File: src/rtl/dfa_pkg.sv
// shared types, field widths and codes of the automaton acceptor
// no dependencies; used by every rtl file of the block except dfa_ram
package dfa_pkg;

   localparam int NODES_DEF       = 16;
   localparam int SLOTS_DEF       = 8;
   localparam int SYMBOL_BITS_DEF = 8;

   localparam int OP_W      = 2;
   localparam int NODE_W    = 4;
   localparam int SLOT_W    = 3;
   localparam int SYM_W     = 8;
   localparam int MASK_W    = 16;
   localparam int CSR_IDX_W = 2;
   localparam int CSR_DAT_W = 16;

   typedef enum logic [OP_W-1:0] {
      OP_EDGE = 2'd0,
      OP_FEED = 2'd1,
      OP_END  = 2'd2
   } op_type;

   localparam logic [CSR_IDX_W-1:0] CSR_START  = 2'd0;
   localparam logic [CSR_IDX_W-1:0] CSR_ACCEPT = 2'd1;

   typedef enum logic [1:0] {
      ST_IDLE = 2'b01,
      ST_EVAL = 2'b10
   } state_type;

   typedef struct packed {
      logic              hit;
      logic [NODE_W-1:0] next;
   } match_type;

endpackage

File: src/rtl/dfa_channels.sv
// valid/ready channel interfaces: symbol/edge requests, results, register writes
// depends on dfa_pkg for field widths
interface dfa_req_if;
   logic                         valid;
   logic                         ready;
   logic [dfa_pkg::OP_W-1:0]     op;
   logic [dfa_pkg::SYM_W-1:0]    symbol;
   logic                         last;
   logic [dfa_pkg::NODE_W-1:0]   edge_node;
   logic [dfa_pkg::SLOT_W-1:0]   edge_slot;
   logic [dfa_pkg::SYM_W-1:0]    edge_symbol;
   logic [dfa_pkg::NODE_W-1:0]   edge_next;
   logic                         edge_enable;

   modport source (output valid, op, symbol, last, edge_node, edge_slot, edge_symbol,
                   edge_next, edge_enable, input ready);
   modport sink   (input valid, op, symbol, last, edge_node, edge_slot, edge_symbol,
                   edge_next, edge_enable, output ready);
endinterface

interface dfa_rsp_if;
   logic                       valid;
   logic                       ready;
   logic                       accepted;
   logic                       dead_end;
   logic [dfa_pkg::NODE_W-1:0] final_node;

   modport source (output valid, accepted, dead_end, final_node, input ready);
   modport sink   (input valid, accepted, dead_end, final_node, output ready);
endinterface

interface dfa_csr_if;
   logic                          valid;
   logic                          ready;
   logic [dfa_pkg::CSR_IDX_W-1:0] index;
   logic [dfa_pkg::CSR_DAT_W-1:0] data;

   modport source (output valid, index, data, input ready);
   modport sink   (input valid, index, data, output ready);
endinterface

File: src/rtl/dfa_ram.sv
// generic single-port-write, single-port-read ram with registered read data
// no dependencies
module dfa_ram #(
   parameter int WIDTH = 8,
   parameter int DEPTH = 16
) (
   input  logic                     clock,
   input  logic                     we,
   input  logic [$clog2(DEPTH)-1:0] waddr,
   input  logic [WIDTH-1:0]         wdata,
   input  logic                     re,
   input  logic [$clog2(DEPTH)-1:0] raddr,
   output logic [WIDTH-1:0]         rdata
);

   logic [WIDTH-1:0] mem [DEPTH];
   logic [WIDTH-1:0] rdata_ff;

   always_ff @(posedge clock) begin
      if (we) begin
         mem[waddr] <= wdata;
      end
      if (re) begin
         rdata_ff <= mem[raddr];
      end
   end

   assign rdata = rdata_ff;

endmodule

File: src/rtl/dfa_row_match.sv
// compares a symbol against all slots of one transition row, lowest valid hit wins
// depends on dfa_pkg (match_type, node width)
module dfa_row_match #(
   parameter int SLOTS       = dfa_pkg::SLOTS_DEF,
   parameter int SYMBOL_BITS = dfa_pkg::SYMBOL_BITS_DEF
) (
   input  logic [SLOTS*(SYMBOL_BITS+1+dfa_pkg::NODE_W)-1:0] row,
   input  logic [SYMBOL_BITS-1:0]                           sym,
   output dfa_pkg::match_type                               result
);

   localparam int ENTRY_W = SYMBOL_BITS + 1 + dfa_pkg::NODE_W;

   logic [SLOTS-1:0] hit_vec;

   always_comb begin
      for (int s = 0; s < SLOTS; s++) begin
         hit_vec[s] = row[s*ENTRY_W + dfa_pkg::NODE_W + SYMBOL_BITS] &&
                      (row[s*ENTRY_W + dfa_pkg::NODE_W +: SYMBOL_BITS] == sym);
      end
   end

   // walk from the top down so the lowest hit is the one left standing
   always_comb begin
      result.hit  = |hit_vec;
      result.next = '0;
      for (int s = SLOTS - 1; s >= 0; s--) begin
         if (hit_vec[s]) begin
            result.next = row[s*ENTRY_W +: dfa_pkg::NODE_W];
         end
      end
   end

endmodule

File: src/rtl/dfa_acceptor_unit.sv
// automaton acceptor: one ram row per node holding all edge slots, row match logic
// a transfer registers the item and reads a row from ram (the walk node's, or the edge node's
// for an edge write); the slot compare/write-back then completes it; no new item is taken before
// that; an ending item stalls in evaluation while an earlier result is still held
// reset (synchronous): walk restarts at node 0, all edge rows invalid, start and accept mask zero, no result
// depends on dfa_pkg, dfa_channels, dfa_ram, dfa_row_match
module dfa_acceptor_unit #(
   parameter int NODES       = dfa_pkg::NODES_DEF,
   parameter int SLOTS       = dfa_pkg::SLOTS_DEF,
   parameter int SYMBOL_BITS = dfa_pkg::SYMBOL_BITS_DEF
) (
   input logic      clock,
   input logic      reset,
   dfa_req_if.sink  req_ch,
   dfa_rsp_if.source rsp_ch,
   dfa_csr_if.sink  csr_ch
);

   localparam int NODE_W   = dfa_pkg::NODE_W;
   localparam int ROW_W    = $clog2(NODES);
   localparam int ENTRY_W  = SYMBOL_BITS + 1 + NODE_W;
   localparam int ROW_BITS = SLOTS * ENTRY_W;

   // configuration
   logic [NODE_W-1:0]          start_ff;
   logic [dfa_pkg::MASK_W-1:0] mask_ff;

   // walk state
   logic [NODE_W-1:0] cur_ff, cur_in;
   logic              dead_ff, dead_in;
   logic              fresh_ff, fresh_in;
   logic [NODES-1:0]  row_valid_ff, row_valid_in;
   dfa_pkg::state_type state_ff, state_in;

   // item held during evaluation
   logic [dfa_pkg::OP_W-1:0]   op_ff;
   logic                       last_ff;
   logic [SYMBOL_BITS-1:0]     sym_ff;
   logic [dfa_pkg::SLOT_W-1:0] eslot_ff;
   logic [SYMBOL_BITS-1:0]     esym_ff;
   logic [NODE_W-1:0]          enext_ff;
   logic                       en_ff;
   logic                       write_ok_ff;
   logic [NODE_W-1:0]          node_ff;
   logic [ROW_W-1:0]           addr_ff;
   logic                       row_live_ff;

   // result register
   logic              rsp_valid_ff, rsp_valid_in;
   logic              acc_ff, acc_in;
   logic              dend_ff, dend_in;
   logic [NODE_W-1:0] fnode_ff, fnode_in;

   logic              accept;
   logic [NODE_W-1:0] walk_node;
   logic [NODE_W-1:0] look_node;
   logic [ROW_W-1:0]  rd_addr;
   logic              node_ok;
   logic [ROW_BITS-1:0] rd_row, eff_row, wr_row;
   logic              ram_we;
   logic              need_rsp, done;
   logic              fin;
   logic [NODE_W-1:0] fin_node;
   logic              fin_dead;
   dfa_pkg::match_type match;

   assign req_ch.ready = (state_ff == dfa_pkg::ST_IDLE);
   assign accept       = req_ch.valid && req_ch.ready;
   assign csr_ch.ready = 1'b1;

   assign walk_node = fresh_ff ? start_ff : cur_ff;
   assign look_node = (req_ch.op == dfa_pkg::OP_EDGE) ? req_ch.edge_node : walk_node;
   assign rd_addr   = ROW_W'(look_node);
   assign node_ok   = int'(look_node) < NODES;

   dfa_ram #(.WIDTH(ROW_BITS), .DEPTH(NODES)) u_table (
      .clock (clock),
      .we    (ram_we),
      .waddr (addr_ff),
      .wdata (wr_row),
      .re    (accept),
      .raddr (rd_addr),
      .rdata (rd_row)
   );

   // a row never written reads as all slots invalid
   always_comb begin
      eff_row = rd_row;
      for (int s = 0; s < SLOTS; s++) begin
         if (!row_live_ff) begin
            eff_row[s*ENTRY_W + NODE_W + SYMBOL_BITS] = 1'b0;
         end
      end
   end

   // merge the written slot into the row; clearing keeps symbol and next
   always_comb begin
      wr_row = eff_row;
      for (int s = 0; s < SLOTS; s++) begin
         if (int'(eslot_ff) == s) begin
            wr_row[s*ENTRY_W + NODE_W + SYMBOL_BITS] = en_ff;
            if (en_ff) begin
               wr_row[s*ENTRY_W + NODE_W +: SYMBOL_BITS] = esym_ff;
               wr_row[s*ENTRY_W +: NODE_W]               = enext_ff;
            end
         end
      end
   end

   dfa_row_match #(.SLOTS(SLOTS), .SYMBOL_BITS(SYMBOL_BITS)) u_match (
      .row    (eff_row),
      .sym    (sym_ff),
      .result (match)
   );

   assign need_rsp = ((op_ff == dfa_pkg::OP_FEED) && last_ff) || (op_ff == dfa_pkg::OP_END);
   assign done     = (state_ff == dfa_pkg::ST_EVAL) &&
                     (!need_rsp || !rsp_valid_ff || rsp_ch.ready);
   assign ram_we   = done && (op_ff == dfa_pkg::OP_EDGE) && write_ok_ff;

   always_comb begin
      state_in     = state_ff;
      cur_in       = cur_ff;
      dead_in      = dead_ff;
      fresh_in     = fresh_ff;
      row_valid_in = row_valid_ff;
      rsp_valid_in = rsp_valid_ff && !rsp_ch.ready;
      acc_in       = acc_ff;
      dend_in      = dend_ff;
      fnode_in     = fnode_ff;
      fin          = 1'b0;
      fin_node     = node_ff;
      fin_dead     = dead_ff;

      case (state_ff)
         dfa_pkg::ST_IDLE: begin
            if (accept) begin
               state_in = dfa_pkg::ST_EVAL;
            end
         end
         dfa_pkg::ST_EVAL: begin
            if (done) begin
               state_in = dfa_pkg::ST_IDLE;
               case (op_ff)
                  dfa_pkg::OP_EDGE: begin
                     if (write_ok_ff) begin
                        row_valid_in[addr_ff] = 1'b1;
                     end
                  end
                  dfa_pkg::OP_FEED: begin
                     fresh_in = 1'b0;
                     fin_node = node_ff;
                     if (!dead_ff) begin
                        if (match.hit) begin
                           fin_node = match.next;
                        end else begin
                           fin_dead = 1'b1;
                        end
                     end
                     cur_in  = fin_node;
                     dead_in = fin_dead;
                     fin     = last_ff;
                  end
                  dfa_pkg::OP_END: begin
                     fin = 1'b1;
                  end
                  default: begin
                  end
               endcase
               if (fin) begin
                  rsp_valid_in = 1'b1;
                  acc_in       = !fin_dead && mask_ff[fin_node];
                  dend_in      = fin_dead;
                  fnode_in     = fin_dead ? '0 : fin_node;
                  cur_in       = start_ff;
                  dead_in      = 1'b0;
                  fresh_in     = 1'b1;
               end
            end
         end
         default: begin
            state_in = dfa_pkg::ST_IDLE;
         end
      endcase
   end

   always_ff @(posedge clock) begin
      if (reset) begin
         state_ff     <= dfa_pkg::ST_IDLE;
         cur_ff       <= '0;
         dead_ff      <= 1'b0;
         fresh_ff     <= 1'b1;
         row_valid_ff <= '0;
         rsp_valid_ff <= 1'b0;
         start_ff     <= '0;
         mask_ff      <= '0;
      end else begin
         state_ff     <= state_in;
         cur_ff       <= cur_in;
         dead_ff      <= dead_in;
         fresh_ff     <= fresh_in;
         row_valid_ff <= row_valid_in;
         rsp_valid_ff <= rsp_valid_in;
         if (csr_ch.valid && csr_ch.ready) begin
            case (csr_ch.index)
               dfa_pkg::CSR_START:  start_ff <= csr_ch.data[NODE_W-1:0];
               dfa_pkg::CSR_ACCEPT: mask_ff  <= csr_ch.data[dfa_pkg::MASK_W-1:0];
               default: begin
               end
            endcase
         end
      end
   end

   always_ff @(posedge clock) begin
      acc_ff   <= acc_in;
      dend_ff  <= dend_in;
      fnode_ff <= fnode_in;
      if (accept) begin
         op_ff       <= req_ch.op;
         last_ff     <= req_ch.last;
         sym_ff      <= SYMBOL_BITS'(req_ch.symbol);
         eslot_ff    <= req_ch.edge_slot;
         esym_ff     <= SYMBOL_BITS'(req_ch.edge_symbol);
         enext_ff    <= req_ch.edge_next;
         en_ff       <= req_ch.edge_enable;
         write_ok_ff <= node_ok && (int'(req_ch.edge_slot) < SLOTS) &&
                        (int'(req_ch.edge_next) < NODES);
         node_ff     <= look_node;
         addr_ff     <= rd_addr;
         row_live_ff <= node_ok && row_valid_ff[rd_addr];
      end
   end

   assign rsp_ch.valid      = rsp_valid_ff;
   assign rsp_ch.accepted   = acc_ff;
   assign rsp_ch.dead_end   = dend_ff;
   assign rsp_ch.final_node = fnode_ff;

endmodule

File: src/flat_wrapper.sv
// flat-port wrapper written by rule: the top's interface ports become plain ports
module dfa_acceptor_unit_flat 
#(
   parameter int NODES       = dfa_pkg::NODES_DEF,
   parameter int SLOTS       = dfa_pkg::SLOTS_DEF,
   parameter int SYMBOL_BITS = dfa_pkg::SYMBOL_BITS_DEF
)
  (clock, reset, req_ch_valid, req_ch_op, req_ch_symbol, req_ch_last, req_ch_edge_node, req_ch_edge_slot, req_ch_edge_symbol, req_ch_edge_next, req_ch_edge_enable, req_ch_ready, rsp_ch_valid, rsp_ch_accepted, rsp_ch_dead_end, rsp_ch_final_node, rsp_ch_ready, csr_ch_valid, csr_ch_index, csr_ch_data, csr_ch_ready);
  dfa_req_if req_ch_i ();
  dfa_rsp_if rsp_ch_i ();
  dfa_csr_if csr_ch_i ();
  input logic clock;
  input logic reset;
  input wire logic [$bits(req_ch_i.valid)-1:0] req_ch_valid;
  input wire logic [$bits(req_ch_i.op)-1:0] req_ch_op;
  input wire logic [$bits(req_ch_i.symbol)-1:0] req_ch_symbol;
  input wire logic [$bits(req_ch_i.last)-1:0] req_ch_last;
  input wire logic [$bits(req_ch_i.edge_node)-1:0] req_ch_edge_node;
  input wire logic [$bits(req_ch_i.edge_slot)-1:0] req_ch_edge_slot;
  input wire logic [$bits(req_ch_i.edge_symbol)-1:0] req_ch_edge_symbol;
  input wire logic [$bits(req_ch_i.edge_next)-1:0] req_ch_edge_next;
  input wire logic [$bits(req_ch_i.edge_enable)-1:0] req_ch_edge_enable;
  output wire logic [$bits(req_ch_i.ready)-1:0] req_ch_ready;
  output wire logic [$bits(rsp_ch_i.valid)-1:0] rsp_ch_valid;
  output wire logic [$bits(rsp_ch_i.accepted)-1:0] rsp_ch_accepted;
  output wire logic [$bits(rsp_ch_i.dead_end)-1:0] rsp_ch_dead_end;
  output wire logic [$bits(rsp_ch_i.final_node)-1:0] rsp_ch_final_node;
  input wire logic [$bits(rsp_ch_i.ready)-1:0] rsp_ch_ready;
  input wire logic [$bits(csr_ch_i.valid)-1:0] csr_ch_valid;
  input wire logic [$bits(csr_ch_i.index)-1:0] csr_ch_index;
  input wire logic [$bits(csr_ch_i.data)-1:0] csr_ch_data;
  output wire logic [$bits(csr_ch_i.ready)-1:0] csr_ch_ready;
  assign req_ch_i.valid = req_ch_valid;
  assign req_ch_i.op = req_ch_op;
  assign req_ch_i.symbol = req_ch_symbol;
  assign req_ch_i.last = req_ch_last;
  assign req_ch_i.edge_node = req_ch_edge_node;
  assign req_ch_i.edge_slot = req_ch_edge_slot;
  assign req_ch_i.edge_symbol = req_ch_edge_symbol;
  assign req_ch_i.edge_next = req_ch_edge_next;
  assign req_ch_i.edge_enable = req_ch_edge_enable;
  assign req_ch_ready = req_ch_i.ready;
  assign rsp_ch_valid = rsp_ch_i.valid;
  assign rsp_ch_accepted = rsp_ch_i.accepted;
  assign rsp_ch_dead_end = rsp_ch_i.dead_end;
  assign rsp_ch_final_node = rsp_ch_i.final_node;
  assign rsp_ch_i.ready = rsp_ch_ready;
  assign csr_ch_i.valid = csr_ch_valid;
  assign csr_ch_i.index = csr_ch_index;
  assign csr_ch_i.data = csr_ch_data;
  assign csr_ch_ready = csr_ch_i.ready;
  dfa_acceptor_unit #(.NODES(NODES), .SLOTS(SLOTS), .SYMBOL_BITS(SYMBOL_BITS)) u_core (.clock(clock), .reset(reset), .req_ch(req_ch_i), .rsp_ch(rsp_ch_i), .csr_ch(csr_ch_i));
endmodule
File: config.mk
export PLATFORM = sky130hd
export DESIGN_NAME = dfa_acceptor_unit_flat
export DESIGN_NICKNAME = d
export VERILOG_FILES = /design/src/rtl/dfa_pkg.sv /design/src/rtl/dfa_channels.sv /design/src/rtl/dfa_ram.sv /design/src/rtl/dfa_row_match.sv /design/src/rtl/dfa_acceptor_unit.sv /design/src/flat_wrapper.sv
export SDC_FILE = /design/constraint.sdc
export NUM_CORES = 2
export LEC_CHECK = 0
export BUFFER_PORTS_ARGS = -buffer_cell sky130_fd_sc_hd__buf_4
export CORE_ASPECT_RATIO = 1.25
export CORE_UTILIZATION = 30
export DETAILED_ROUTE_END_ITERATION = 10
export MAX_ROUTING_LAYER = met4
export SLEW_MARGIN = 20
export SYNTH_ARGS = -nofsm -noshare
export SYNTH_HDL_FRONTEND = slang
export SYNTH_SLANG_ARGS = --single-unit
File: constraint.sdc
create_clock -name clock -period 10.7 [get_ports clock]
set_input_delay 1.605 -clock clock [delete_from_list [all_inputs] [get_ports clock]]
set_output_delay 1.605 -clock clock [all_outputs]
set_load 0.02 [all_outputs]
* Word level (Yosys, flattened, before mapping)
Memory sizes are Yosys's and may differ from the RTL's. A register that Yosys moved wholly into a read port is not among the register bits.
Index checks and enable logic that the tools add are counted.
** Operators by class
- Add/sub/neg operators :: 0
- $mul :: 0
- Div/mod/pow operators :: 0
- Magnitude comparators :: 4
- Eq/ne operators :: 22
- Shift operators :: 0
- Mux-type cells :: 66
- Bitwise logic cells :: 1
- Reductions and logical operators :: 35
** Operator list (count)
- 13-bit 2-to-1 mux :: 8
- 12-bit 2-to-1 mux :: 8
- 4-bit 2-to-1 mux :: 17
- 8-bit equality test :: 8
- 1-bit 2-to-1 mux :: 26
- 16-bit OR :: 1
- 1-bit logical AND :: 15
- 4-bit by 5-bit less-than comparator with 1-bit output (second input constant) :: 3
- 3-bit equality test (second input constant) :: 4
- 3-bit AND reduction :: 3
- 1-bit binary-select mux with 4-bit select :: 2
- 2-bit AND reduction :: 4
- 8-bit OR reduction :: 1
- 2-bit by 1-bit equality test with 1-bit output (second input constant) :: 3
- 3-bit by 2-bit equality test with 1-bit output (second input constant) :: 2
- 2-bit zero test :: 3
- 1-bit demux with 4-bit select :: 1
- 2-bit equality test (second input constant) :: 2
- 4-bit by 1-bit >= comparator with 1-bit output (second input constant) :: 1
- 1-bit zero test :: 4
- 2-bit 2-to-1 mux :: 2
- 2-bit one-hot mux with 2 select lines :: 1
- 3-bit by 1-bit equality test with 1-bit output (second input constant) :: 1
- 3-bit zero test :: 1
- other kinds (5) :: 7
** Word-level totals
- Bits in registers :: 83
- Bits in latches :: 0
- Bits in writable memories :: 1664
- ROM bits :: 0
- Logic and storage cells :: 149
- Memories :: 1
** Memories
- u_core.u_table.mem :: words 16, bits a word 104, rd ports 1, clocked after memory_dff 1, write ports 1, line dfa_ram.sv:16 : logic [WIDTH-1:0] mem [DEPTH];

* Logic depth before layout (Yosys ltp)
- Word-level depth :: 18
- Mapped depth :: 13

* Cells and area by module
From an unflattened synthesis, not the netlist that was laid out.
** Unflattened totals
- Cells, all modules :: 3297
- Area total of the unflattened synthesis :: 71407.2 um2
** Modules (own cells, without submodules)
- dfa_ram :: times used 1, cells each 2662, area an instance 65311.4 um2, sequential area each 53090.9 um2
- dfa_acceptor_unit :: times used 1, cells each 474, area an instance 4899.7 um2, sequential area each 2042.0 um2
- dfa_row_match :: times used 1, cells each 161, area an instance 1196.1 um2, sequential area each 0.0 um2

* Least setup slack after synthesis
Ideal clock, no wire load.
- Kind :: input-to-reg
- From :: input port rsp_ch_ready
- To :: memory u_core.u_table.mem[0][0] (netlist bit), enable pin
- Setup time :: 0.696 ns
- Arrival time :: 9.553 ns
- Required time :: 10.004 ns
- Path slack :: 0.450 ns
- Stages on the path :: 6
- Path through :: nand2b_1 > nor2_1 > nor2b_1 > nand2_1 > or3_1 > nor3_1
** Between the ends
- Longest elaborated chain between the ends :: 5
** RTL lines
- from (decl) :: line flat_wrapper.sv:28 : input wire logic [$bits(rsp_ch_i.ready)-1:0] rsp_ch_ready;
- 1-bit logical OR :: line dfa_acceptor_unit.sv:118 : (!need_rsp || !rsp_valid_ff || rsp_ch.ready);
- 1-bit logical AND :: line dfa_acceptor_unit.sv:117 : assign done = (state_ff == dfa_pkg::ST_EVAL) &&
- 1-bit logical AND :: line dfa_acceptor_unit.sv:119 : assign ram_we = done && (op_ff == dfa_pkg::OP_EDGE) && write_ok_ff;
- 1-bit 2-to-1 mux :: line dfa_ram.sv:20 : if (we) begin
- 1-bit 2-to-1 mux (implied by the code) :: line dfa_ram.sv:21 : mem[waddr] <= wdata;
- to (decl) :: line dfa_ram.sv:16
No other way between the ends.

* Final worst setup path
- From :: register u_core.op_ff[1] (netlist bit)
- To :: memory u_core.u_table.mem[10][87] (netlist bit), enable pin
** Between the ends
- Longest elaborated chain between the ends :: 10
- Elaborated cells between the ends (all ways) :: 12
** RTL lines
- from (decl) :: line dfa_acceptor_unit.sv:36 : logic [dfa_pkg::OP_W-1:0] op_ff;
- from (signal assigned) :: line dfa_acceptor_unit.sv:220 : op_ff <= req_ch.op;
- 2-bit by 1-bit equality test with 1-bit output :: line dfa_acceptor_unit.sv:116 : assign need_rsp = ((op_ff == dfa_pkg::OP_FEED) && last_ff) || (op_ff == dfa_pkg::OP_END);
- 1-bit logical AND :: line dfa_acceptor_unit.sv:116
- 1-bit logical OR :: line dfa_acceptor_unit.sv:116
- 1-bit zero test :: line dfa_acceptor_unit.sv:118
- 1-bit logical OR (2 in series) :: line dfa_acceptor_unit.sv:118
- 1-bit logical AND :: line dfa_acceptor_unit.sv:117
- 1-bit logical AND (*) :: line dfa_acceptor_unit.sv:119
- 1-bit 2-to-1 mux (*) :: line dfa_ram.sv:20
- 1-bit 2-to-1 mux (implied by the code) (*) :: line dfa_ram.sv:21
Every way passes the cells marked *; elsewhere a longest branch is shown, timed or not.

==> metrics.yaml <==
outcome: "completed"
reg2reg_from: "u_core.op_ff[1]"
drive_above_1_share_pct: 23.8
synth_ff_type: "edfxtp_1"
p_leak_uw: 0.0254
slew_violations: 0
yosys-top-cells-area: "edfxtp_1 75%, mux4_2 13%, nand2_1 2.6%, mux2_2 1.4%, dfxtp_1 1.2%"
p_per_area_nw_per_um2: 185
p_clk_share_pct: 40.4
drt-pass1-iter-count: 5
port_buffers: 61
yosysSeqAreaShare_pct: 76.4
ctsResizeCount: 0
fp.coreArea_um2: 238000
clock_path_buffers: 3
met1Wirelength_mm: 75.7
crit_chain: "inv_1 > ha_1 > a21oi_1 > nor2_1 > nor2b_1 > nand4b_1 > nor2_4 > buf_4 > buf_4"
vias: 35700
maxCapViolCount: 0
peakVddDrop_v: 0.000177
ioPinCount: 63
rsz0062_at_grt: "no"
r2r.worst_path.cells: 9
start_kind: "register"
cp_max_fo: 57
areaGrowthSynthToFinish_pct: 13.9
synth.top_cells.by_count: "1806 x edfxtp_1, 491 x nand2_1, 419 x mux4_2"
routabilityCongestion: 0.798
top_layer: "met4"
final_util_pct: 34.5
syn-num-nets: 3717
crit_top_cell: "buf_4"
switching_share_pct: 22.0
grt_pass1_wl_mm: 265
synth_largest_area_cell: "edfxtp_1"
min-delay-path-class: "reg -> reg"
fp.dieH_um: 550
timing.rr.end: "u_core.u_table.mem[10][87]"
dp_hpwl_mm: 93.4
synthArstFlopShare_pct: 0
track_usage_pct: 15.5
numCtsBuffers: 172
hold_depth: 2
worstPathRequired_ps: 11130
synth_edf_count: 1806
rows: 200
min_period_over_period_pct: 46.0
stdcell_count: 7031
htreeDepth: 4
clock-sinks: 1851
max_stage_delay_ps: 1000
hold_violations: 0
gr-total-overflow: 0
finalSetupTns_ps: 0
fmax_ghz: 0.203
reg2reg_slack_ps: 5780
tightest_slew_ps: 1140
clock-root-buffer: "clkbuf_16"
die-area_um2: 243000
initial_utilization_pct: 30.3
cp_slowest_cell: "buf_4"
hold_path_end: "u_core.mask_ff[1]"
layout.nets: 3814
synth_cells: 3660
worstHoldStart: "u_core.mask_ff[1]"
drc: 0
p_switching_uw: 3340
pwr-share-seq_pct: 53.9
dp.cells: 6714
syn_area_per_cell_um2: 19.7
clkLatencyLatePin_ps: 820
vias_per_cell: 5.08
setup.worst_path.class: "reg -> reg"
slew-limit-headroom_pct: 23.1
yosys.cell_types.count: 69
grt_pass1_vias: 36900
totalWireLength_mm: 183
clock_skew_ps: 29.8
die_w_um: 441
worst_ep_arrival_time_ps: 5350
finalSetupViolCount: 0
wl_met3_mm: 9.98
detail-route-antenna-nets: 0
yosysMostFrequentCell: "edfxtp_1"
grt_max_degree: 131
finalCriticalPeriod_ps: 4920
synth_area_um2: 72200
p_int_uw: 11900
hold_buffers: 0
endpoint_kind: "register"
clk_pin_slew_worst_paths_ps: 70
ys_warn_count: 0
postCtsSetupBuffers: 0
synth_top_area_share_pct: 75.1
antenna_found_initial: 3
power_frac_comb_pct: 5.7
wl_met2_mm: 92.9
cts_tree: "done"
holdWs_ps: 461
wl_per_cell_um: 26.1
first_iter_violations: 3595
synth_seq_cells: 1851
## critical path: cells and delay by family (launching register included)
kind | cells | cell delay (ps)
buffers and inverters | 3 | 1870
and+or+nand+nor | 4 | 1170
AOI/OAI and AO/OA | 1 | 580
DFF | 1 | 550
adders and majority gates | 1 | 250
## final cells by class
| cell class | count | area (um2) |
|---|---|---|
| multi-input cells | 1588 | 16300 |
| inverters | 20 | 100 |
| well taps | 3131 | 3920 |
| clock buffers | 211 | 4530 |
| fillers | 22200 | 156000 |
| flip-flops and latches | 1851 | 55100 |
| clock inverters | 103 | 1060 |
| repair buffers | 124 | 1210 |
| diodes | 3 | 7.51 |
## power groups by stage
stage | Combinational, uW | Clock, uW | Sequential [uW]
4_1_cts | 875 | 6250 | 8200
3_5_place_dp | 873 | 0 | 8360
3_3_place_gp | 851 | 0 | 8360
6_report | 865 | 6140 | 8200
2_1_floorplan | 582 | 0 | 8300
5_1_grt | 931 | 6500 | 8200
## routing by layer
metal,track usage (%),up-vias
met5,-,-
met4,4.57,0
met3,2.24,246
met2,25.7,1097
met1,19.6,19400
li1,-,15000
## state kept, by name, summed over array words and instances, names as in the netlist, 2 cells and up
signal                    cells
u_core.addr_ff                4
u_core.start_ff               4
u_core.rsp_ch.final_node      4
u_core.row_valid_ff          16
u_core.enext_ff               4
u_core.u_table.rdata        104
u_core.state_ff               2
u_core.mask_ff               16
u_core.eslot_ff               3
u_core.cur_ff                 4
u_core.u_table.mem         1664
u_core.sym_ff                 8
u_core.op_ff                  2
u_core.esym_ff                8
## cells by family after synthesis
kind of cell	after synthesis	synth area share (%)
xor+xnor	64	0.777
flops	1851	76.4
buf+inv	221	1.30
mux	530	14.8
fa+ha+maj	3	0.0520
other cells	1	0.00520
compound gates	190	1.74
simple gates	800	4.94
## placed cells by master (no fill, tap or decap), drive strengths merged, types with 6 or more instances in the layout
master / instances
edfxtp: 1806
nand2: 491
mux4: 419
clkbuf: 211
buf: 124
and3: 113
a31oi: 107
mux2: 93
nor2: 83
clkinv: 75
xnor2: 49
dfxtp: 45
a21oi: 28
nand3: 27
inv: 27
nor3: 19
mux2i: 18
bufinv: 17
xor2: 15
nand4: 12
nand2b: 11
nor2b: 11
or3: 10
o21ai: 9
o211ai: 6
nor4: 6
## through the flow
| step | worst slack, ps | cell area, um2 | total power (uW) |
|---|---|---|---|
| after detailed placement | 5450 | 76600 | 9230 |
| final | 5780 | 82200 | 15200 |
| after floorplan | 450 | 72200 | 8890 |
| after CTS | 5640 | 82200 | 15300 |
| after global routing | 5420 | 82200 | 15600 |
| after global placement | 4640 | 76500 | 9210 |
## worst max-delay path by stage
stage | start | end | cells past startpoint
floorplan | rsp_ch_ready | u_core.u_table.mem[0][0] | 6
global placement | req_ch_op[1] | u_core.u_table.rdata[54] | 10
detailed placement | rsp_ch_ready | u_core.u_table.mem[10][76] | 8
CTS | u_core.op_ff[1] | u_core.u_table.mem[10][18] | 9
global route | u_core.op_ff[1] | u_core.u_table.mem[10][87] | 9
finish | u_core.op_ff[1] | u_core.u_table.mem[10][87] | 9
No activity file was read; power rests on OpenSTA's default activity.
